--- config.mk ---
export PLATFORM = sky130hd
export DESIGN_NAME = partition_fit_allocator_top
export DESIGN_NICKNAME = d
export VERILOG_FILES = /design/src/pfa_pkg.sv /design/src/partition_fit_allocator_top.sv /design/src/pfa_core.sv
export SDC_FILE = /design/constraint.sdc
export NUM_CORES = 1
export LEC_CHECK = 0
export BUFFER_PORTS_ARGS = -buffer_cell sky130_fd_sc_hd__buf_2
export CORE_MARGIN = 8
export CORE_UTILIZATION = 53
export CTS_BUF_LIST = sky130_fd_sc_hd__clkbuf_4
export DETAILED_ROUTE_END_ITERATION = 8
export PLACE_DENSITY = 0.72
export SYNTH_ARGS = -nofsm -noshare
export SYNTH_HDL_FRONTEND = slang
export SYNTH_SLANG_ARGS = --single-unit
--- constraint.sdc ---
create_clock -name clk_i -period 5.5 [get_ports clk_i]
set_clock_uncertainty 0.15 [all_clocks]
set_input_delay 1.1 -clock clk_i [delete_from_list [all_inputs] [get_ports clk_i]]
set_output_delay 1.1 -clock clk_i [all_outputs]
set_load 0.03 [all_outputs]
--- src/pfa_pkg.sv ---
package pfa_pkg;

  // Table geometry and field widths.
  localparam int unsigned PARTS    = 16;
  localparam int unsigned IDX_W    = $clog2(PARTS);
  localparam int unsigned CNT_W    = 5;
  localparam int unsigned SIZE_W   = 16;
  localparam int unsigned MODE_W   = 2;
  localparam int unsigned APB_AW   = 3;
  localparam int unsigned APB_DW   = 32;

  // Request type codes carried in req_type.
  localparam logic REQ_LOAD  = 1'b0;
  localparam logic REQ_ALLOC = 1'b1;

  // Configuration register indexes (byte address is 4 times the index).
  localparam logic REG_FIT_MODE   = 1'b0;
  localparam logic REG_PART_COUNT = 1'b1;

  // Placement policies. The unused code behaves as first fit.
  typedef enum logic [MODE_W-1:0] {
    FIT_FIRST = 2'd0,
    FIT_BEST  = 2'd1,
    FIT_WORST = 2'd2
  } fit_mode_e;

  typedef enum logic [1:0] {
    ST_IDLE,
    ST_SCAN,
    ST_UPDATE
  } state_e;

  // Configuration handed from the register block to the allocator core.
  typedef struct packed {
    logic [MODE_W-1:0] fit_mode;
    logic [CNT_W-1:0]  part_count;
  } cfg_t;

endpackage

--- src/partition_fit_allocator_top.sv ---
// Partition fit allocator. A load transfer is written into the table at its acceptance edge.
// A request stalls the input while the scan compares each used partition in turn, reading
// the table through its registered port, and then writes the chosen entry back. No new
// transfer is taken until that write-back, which also registers the result. A count of zero
// skips the scan, and a full result register holds the write-back.
// Asynchronous active-low reset clears the control state and selects first fit, count 16.
module partition_fit_allocator_top (
  input  logic                          clk_i,
  input  logic                          rst_ni,
  // Configuration port. pready is tied high, so every access ends in its
  // access cycle.
  input  logic                          psel,
  input  logic                          penable,
  input  logic                          pwrite,
  input  logic [pfa_pkg::APB_AW-1:0]    paddr,
  input  logic [pfa_pkg::APB_DW-1:0]    pwdata,
  output logic [pfa_pkg::APB_DW-1:0]    prdata,
  output logic                          pready,
  // Input item channel.
  input  logic                          in_valid_i,
  output logic                          in_stall_o,
  input  logic                          req_type_i,
  input  logic [pfa_pkg::IDX_W-1:0]     part_index_i,
  input  logic [pfa_pkg::SIZE_W-1:0]    size_kb_i,
  input  logic                          final_request_i,
  // Result channel.
  output logic                          out_valid_o,
  input  logic                          out_stall_i,
  output logic                          placed_o,
  output logic [pfa_pkg::IDX_W-1:0]     slot_o,
  output logic [pfa_pkg::SIZE_W-1:0]    free_before_o,
  output logic                          batch_end_o
);

  logic [pfa_pkg::MODE_W-1:0] fit_mode_q;
  logic [pfa_pkg::CNT_W-1:0]  part_count_q;
  logic                       reg_sel;
  logic                       cfg_wr;
  pfa_pkg::cfg_t              cfg;

  // Registers sit at byte addresses 0 and 4, so address bit 2 picks one.
  assign reg_sel = paddr[2];
  assign pready  = 1'b1;
  assign cfg_wr  = psel && penable && pwrite && pready;

  always_ff @(posedge clk_i or negedge rst_ni) begin
    if (!rst_ni) begin
      fit_mode_q   <= pfa_pkg::FIT_FIRST;
      part_count_q <= pfa_pkg::CNT_W'(pfa_pkg::PARTS);
    end else if (cfg_wr) begin
      case (reg_sel)
        pfa_pkg::REG_FIT_MODE:   fit_mode_q   <= pwdata[pfa_pkg::MODE_W-1:0];
        pfa_pkg::REG_PART_COUNT: part_count_q <= pwdata[pfa_pkg::CNT_W-1:0];
        default: ;
      endcase
    end
  end

  // Read back the selected register, zero extended to the bus width.
  always_comb begin
    case (reg_sel)
      pfa_pkg::REG_FIT_MODE:   prdata = pfa_pkg::APB_DW'(fit_mode_q);
      pfa_pkg::REG_PART_COUNT: prdata = pfa_pkg::APB_DW'(part_count_q);
      default:                 prdata = '0;
    endcase
  end

  assign cfg.fit_mode   = fit_mode_q;
  assign cfg.part_count = part_count_q;

  // The core holds the table, the scan sequencer and the result register, so
  // a finished result can wait on the output while loads keep flowing in.
  pfa_core u_core (
    .clk_i           (clk_i),
    .rst_ni          (rst_ni),
    .cfg_i           (cfg),
    .in_valid_i      (in_valid_i),
    .in_stall_o      (in_stall_o),
    .req_type_i      (req_type_i),
    .part_index_i    (part_index_i),
    .size_kb_i       (size_kb_i),
    .final_request_i (final_request_i),
    .out_valid_o     (out_valid_o),
    .out_stall_i     (out_stall_i),
    .placed_o        (placed_o),
    .slot_o          (slot_o),
    .free_before_o   (free_before_o),
    .batch_end_o     (batch_end_o)
  );

endmodule

--- src/pfa_core.sv ---
module pfa_core (
  input  logic                          clk_i,
  input  logic                          rst_ni,
  input  pfa_pkg::cfg_t                 cfg_i,
  input  logic                          in_valid_i,
  output logic                          in_stall_o,
  input  logic                          req_type_i,
  input  logic [pfa_pkg::IDX_W-1:0]     part_index_i,
  input  logic [pfa_pkg::SIZE_W-1:0]    size_kb_i,
  input  logic                          final_request_i,
  output logic                          out_valid_o,
  input  logic                          out_stall_i,
  output logic                          placed_o,
  output logic [pfa_pkg::IDX_W-1:0]     slot_o,
  output logic [pfa_pkg::SIZE_W-1:0]    free_before_o,
  output logic                          batch_end_o
);

  pfa_pkg::state_e state_q, state_d;

  logic [pfa_pkg::SIZE_W-1:0] mem_q [pfa_pkg::PARTS];
  logic [pfa_pkg::SIZE_W-1:0] rdata_q;

  logic [pfa_pkg::SIZE_W-1:0] req_size_q;
  logic                       req_fin_q;
  logic [pfa_pkg::MODE_W-1:0] mode_q;
  logic [pfa_pkg::CNT_W-1:0]  n_q;
  logic [pfa_pkg::CNT_W-1:0]  n_clamp;
  logic [pfa_pkg::CNT_W-1:0]  n_last;

  logic [pfa_pkg::CNT_W-1:0]  scan_q;
  logic                       cmp_vld_q;
  logic [pfa_pkg::IDX_W-1:0]  cmp_idx_q;

  logic                       have_q;
  logic [pfa_pkg::SIZE_W-1:0] cand_val_q;
  logic [pfa_pkg::IDX_W-1:0]  cand_idx_q;

  logic                       out_vld_q;
  logic                       placed_q;
  logic [pfa_pkg::IDX_W-1:0]  slot_q;
  logic [pfa_pkg::SIZE_W-1:0] free_q;
  logic                       batch_q;

  logic accept, is_load, is_req, out_free, issue, last_cmp;
  logic fits, take, place, finish;
  logic                       mem_we;
  logic [pfa_pkg::IDX_W-1:0]  mem_waddr;
  logic [pfa_pkg::SIZE_W-1:0] mem_wdata;

  assign n_clamp = (cfg_i.part_count > pfa_pkg::CNT_W'(pfa_pkg::PARTS)) ?
                   pfa_pkg::CNT_W'(pfa_pkg::PARTS) : cfg_i.part_count;
  assign n_last  = n_q - pfa_pkg::CNT_W'(1);

  assign accept   = in_valid_i && !in_stall_o;
  assign is_load  = accept && (req_type_i == pfa_pkg::REQ_LOAD);
  assign is_req   = accept && (req_type_i == pfa_pkg::REQ_ALLOC);
  assign out_free = !out_vld_q || !out_stall_i;
  assign issue    = (state_q == pfa_pkg::ST_SCAN) && (scan_q < n_q);
  assign last_cmp = cmp_vld_q && (cmp_idx_q == n_last[pfa_pkg::IDX_W-1:0]);

  // Shared compare unit: one table entry per cycle against the current candidate
  // and, for first and best fit, against the request.
  assign fits = rdata_q >= req_size_q;
  always_comb begin
    case (mode_q)
      pfa_pkg::FIT_BEST:  take = fits && (!have_q || (rdata_q < cand_val_q));
      pfa_pkg::FIT_WORST: take = !have_q || (rdata_q > cand_val_q);
      default:            take = fits && !have_q;
    endcase
  end

  // Worst fit keeps the largest entry and only uses it if it fits.
  assign place = have_q && ((mode_q != pfa_pkg::FIT_WORST) || (cand_val_q >= req_size_q));

  // Next state.
  always_comb begin
    state_d = state_q;
    case (state_q)
      pfa_pkg::ST_IDLE: begin
        if (is_req) begin
          state_d = (n_clamp == '0) ? pfa_pkg::ST_UPDATE : pfa_pkg::ST_SCAN;
        end
      end
      pfa_pkg::ST_SCAN: begin
        if (last_cmp) begin
          state_d = pfa_pkg::ST_UPDATE;
        end
      end
      pfa_pkg::ST_UPDATE: begin
        if (out_free) begin
          state_d = pfa_pkg::ST_IDLE;
        end
      end
      default: state_d = pfa_pkg::ST_IDLE;
    endcase
  end

  // Control outputs of the sequencer.
  always_comb begin
    in_stall_o = 1'b1;
    finish     = 1'b0;
    mem_we     = 1'b0;
    mem_waddr  = cand_idx_q;
    mem_wdata  = cand_val_q - req_size_q;
    case (state_q)
      pfa_pkg::ST_IDLE: begin
        in_stall_o = 1'b0;
        mem_we     = is_load;
        mem_waddr  = part_index_i;
        mem_wdata  = size_kb_i;
      end
      pfa_pkg::ST_UPDATE: begin
        finish = out_free;
        mem_we = out_free && place;
      end
      default: begin
        in_stall_o = 1'b1;
      end
    endcase
  end

  always_ff @(posedge clk_i or negedge rst_ni) begin
    if (!rst_ni) begin
      state_q   <= pfa_pkg::ST_IDLE;
      scan_q    <= '0;
      cmp_vld_q <= 1'b0;
      have_q    <= 1'b0;
      out_vld_q <= 1'b0;
    end else begin
      state_q <= state_d;
      if (is_req) begin
        scan_q <= '0;
        have_q <= 1'b0;
      end else begin
        if (issue) begin
          scan_q <= scan_q + pfa_pkg::CNT_W'(1);
        end
        if (cmp_vld_q && take) begin
          have_q <= 1'b1;
        end
      end
      cmp_vld_q <= issue;
      if (finish) begin
        out_vld_q <= 1'b1;
      end else if (!out_stall_i) begin
        out_vld_q <= 1'b0;
      end
    end
  end

  always_ff @(posedge clk_i) begin
    if (is_req) begin
      req_size_q <= size_kb_i;
      req_fin_q  <= final_request_i;
      mode_q     <= cfg_i.fit_mode;
      n_q        <= n_clamp;
    end
    cmp_idx_q <= scan_q[pfa_pkg::IDX_W-1:0];
    if (cmp_vld_q && take) begin
      cand_val_q <= rdata_q;
      cand_idx_q <= cmp_idx_q;
    end
    if (finish) begin
      placed_q <= place;
      slot_q   <= place ? cand_idx_q : '0;
      free_q   <= place ? cand_val_q : '0;
      batch_q  <= req_fin_q;
    end
  end

  // Free size table: one write port, one registered read port.
  always_ff @(posedge clk_i) begin
    if (mem_we) begin
      mem_q[mem_waddr] <= mem_wdata;
    end
    rdata_q <= mem_q[scan_q[pfa_pkg::IDX_W-1:0]];
  end

  assign out_valid_o   = out_vld_q;
  assign placed_o      = placed_q;
  assign slot_o        = slot_q;
  assign free_before_o = free_q;
  assign batch_end_o   = batch_q;

  a_req_holds_off: assert property (@(posedge clk_i) disable iff (!rst_ni)
    is_req |=> in_stall_o)
    else $error("block accepted a transfer right after a request");

  a_cmp_in_range: assert property (@(posedge clk_i) disable iff (!rst_ni)
    cmp_vld_q |-> ({1'b0, cmp_idx_q} < n_q))
    else $error("scan compared an entry beyond the partition count");

  a_scan_bounded: assert property (@(posedge clk_i) disable iff (!rst_ni)
    (state_q == pfa_pkg::ST_SCAN) |-> (scan_q <= n_q))
    else $error("scan address ran past the partition count");

  a_wait_zero: assert property (@(posedge clk_i) disable iff (!rst_ni)
    (out_vld_q && !placed_q) |-> ((slot_q == '0) && (free_q == '0)))
    else $error("waiting result carries a slot or size");

  a_result_not_lost: assert property (@(posedge clk_i) disable iff (!rst_ni)
    ((state_q == pfa_pkg::ST_UPDATE) && out_vld_q && out_stall_i) |=>
      (state_q == pfa_pkg::ST_UPDATE))
    else $error("result finished while the output register was still full");

endmodule
==> flow_summary.yaml <==
synthesis:
  netlist_instances: 893
  synth_warnings: 0
  yosys_register_bits: 359
  synth_edf_count: 322
  synthArstFlopShare: 0.0474
  ys_seq_area_frac: 0.685
  ys_types: 60
  netlist_area_mm2: 0.0153
  ys.flop_type: "edfxtp_1"
  avgSynthCellArea_um2: 17.2
die:
  die_y_um: 186
  rows: 62
  core_mm2: 0.0286
  start_util: 0.535
  io_pins: 121
  die_w_um: 186
  dieArea_mm2: 0.0346
drt:
  drt_iter0_markers: 679
  drc_errors: 0
  first_pass_iters: 5
  ant_nets: 0
  vias: 8440
  viasPerCell: 5.64
  wl_um: 32200
  wl_per_cell_um: 21.5
status:
  status: "finished clean"
timing:
  min_period_ns: 3.91
  tightest_slew_ns: 1.30
  slew_headroom: 0.134
  fin_ws_ns: 1.59
  timing.final.crit_share: 0.711
  rsz0062_at_grt: "false"
  drv_slew: 0
  hold_violations: 0
  max_freq_mhz: 256
  finalSetupTns_ns: 0
  setup_violations: 0
layout:
  mostFrequentLayoutCell: "edfxtp_1"
  post-route-util: 0.604
  drive_above_1_share: 0.310
  final_area_mm2: 0.0173
  final_cell_mix: "322 x edfxtp_1, 131 x clkbuf_4, 80 x mux4_2, 63 x buf_2, 54 x ha_1"
  area_delta_synth_final_pct: 12.8
  final_net_count: 1168
clock_network:
  htree_levels: 3
  ctsResizeCount: 0
  cts_sinks: 359
  root_buffer: "clkbuf_4"
  numCtsBuffers: 89
  post_cts.repair.setup_buffers: 0
  clk_latency_ns: 0.73
  cts_max_path_buffers: 3
  cts_hold_buf: 0
  tritoncts: "yes"
  cts.reportedPaths.clkPinSlew_ns: 0.06
grt:
  grt_pass1_vias: 8588
  grt.total_usage: 0.190
  grt_max_degree: 39
  grt-ovfl-total: 0
  antenna_found_initial: 1
  grt_pass1_wl_um: 48900
power:
  power_frac_comb: 0.300
  total_power_w: 0.00889
  leakage_nw: 6.29
  vdd_drop_max_mv: 0.272
  internal_power_w: 0.00597
  p_per_area_mw_per_mm2: 514
  switching_share: 0.329
  seqPwrFrac: 0.456
  p_switching_w: 0.00292
  p_clk_frac: 0.244
setup_path:
  required_ns: 4.25
  cp_max_fo: 27
  arrival_ns: 2.66
  path_class: "register to output port"
  start_kind: "register"
  end_kind: "output port"
placed_design:
  gp_congestion: 0.871
  portBuffers: 63
  dp_slack_ns: 1.61
  post-dp-hpwl_um: 20600
  placed_cell_area_mm2: 0.0162
worst_hold_path:
  hold_path.class: "input pin to asynchronous set/reset pin"
run:
  maxCapViolations: 0
-- flip-flops by register name, summed over array words and instances, names as in the netlist --
signal	count
u_core.req_size_q	16
u_core.mem_q	256
u_core.placed_o	1
u_core.cmp_vld_q	1
u_core.state_q	2
fit_mode_q	2
u_core.cand_idx_q	4
part_count_q	5
u_core.cmp_idx_q	4
u_core.slot_o	4
u_core.scan_q	5
u_core.mode_q	2
u_core.batch_end_o	1
u_core.out_valid_o	1
u_core.req_fin_q	1
u_core.rdata_q	16
u_core.free_before_o	16
u_core.cand_val_q	16
u_core.n_q	5
u_core.have_q	1
-- cell families after synthesis --
logic type      synth area share
flops                      0.685
simple gates              0.0526
compound gates            0.0458
buf+inv                   0.0341
mux                        0.129
fa+ha+maj                 0.0454
xor+xnor                 0.00743
other cells             0.000490
-- worst max-delay path, stage by stage (launching register included) --
cell and delay, ns:
dfrtp_1 0.45, nor2_2 0.13, buf_4 0.29, clkinv_1 0.66, buf_2 0.42
-- power by group through the flow --
| stage | registers, W | logic [W] | clock network (W) |
|---|---|---|---|
| 5_1_grt | 0.00410 | 0.00293 | 0.00235 |
| 4_1_cts | 0.00405 | 0.00267 | 0.00222 |
| 6_report | 0.00405 | 0.00267 | 0.00217 |
| 3_3_place_gp | 0.00410 | 0.00258 | 0 |
| 2_1_floorplan | 0.00393 | 0.00203 | 0 |
| 3_5_place_dp | 0.00411 | 0.00265 | 0 |
-- synth_stat cells (3+ instances only) --
cell      instances  area [um^2]
o31ai_1           4         30.0
nand4_1          12         75.1
buf_4            35          263
o211ai_1          5         37.5
mux2_2            9          101
a21o_1            7         52.6
nor2_1           34          128
nor3_1           16         80.1
nand2b_1          6         37.5
nand4b_1          3         26.3
inv_1            46          173
ha_1             54          676
dfrtp_1          16          400
dfxtp_1          20          400
nand2_1          34          128
nor3b_1           4         30.0
mux2i_1           8         80.1
xor2_1            7         61.3
and3_1            4         25.0
edfxtp_1        322         9670
nor2b_1          10         62.6
a211oi_1          4         30.0
o21ai_0          16         80.1
mux4_2           80         1800
o21a_1            4         30.0
o21ai_1           3         15.0
buf_2             7         35.0
clkbuf_1         11         41.3
and2_1           24          150
a21oi_1          35          175
a31oi_1           7         43.8
xnor2_1           6         52.6
a21boi_0          4         30.0
nand3_1           3         15.0
-- worst paths after layout --
check                                                from                             end  slack, ns  cells after the start
max in group asynchronous                          rst_ni    u_core.scan_q[0]$_DFFE_PN0P_       4.67                      1
min reg2reg                    u_core.req_fin_q$_DFFE_PP_    u_core.batch_end_o$_DFFE_PP_       0.27                      0
min in group clk_i             u_core.req_fin_q$_DFFE_PP_    u_core.batch_end_o$_DFFE_PP_       0.27                      0
max                         u_core.state_q[0]$_DFFE_PN0P_                      in_stall_o       1.59                      4
max reg2reg                u_core.cand_val_q[0]$_DFFE_PP_   u_core.mem_q[5][15]$_DFFE_PP_       1.61                     10
min                                                rst_ni  u_core.out_valid_o$_DFFE_PN0P_       0.19                      1
-- final cells by class --
| cell class | count | area (um^2) |
|---|---|---|
| Antenna cell | 1 | 2.50 |
| Sequential cell | 359 | 10500 |
| Multi-Input combinational cell | 458 | 4460 |
| Clock buffer | 131 | 983 |
| Timing Repair Buffer | 94 | 548 |
| Inverter | 47 | 176 |
| Fill cell | 2093 | 11300 |
| Tap cell | 384 | 480 |
| Clock inverter | 23 | 146 |
-- through the flow --
| stage | instances | hold slack, ns |
|---|---|---|
| 3_5_place_dp | 1342 | 0.260 |
| 6_report | 1497 | 0.186 |
| 3_3_place_gp | 1342 | 0.254 |
| 5_1_grt | 1497 | 0.166 |
| 4_1_cts | 1496 | 0.152 |
| 2_1_floorplan | 919 | 0.222 |
-- routing by layer --
| layer | track usage | part of all wire |
|---|---|---|
| met3 | 0.0396 | 0.076 |
| met5 | 0 | 0 |
| met4 | 0.0826 | 0.028 |
| met2 | 0.305 | 0.48 |
| met1 | 0.250 | 0.41 |
Note: power is estimated with default switching activity, not from simulation.
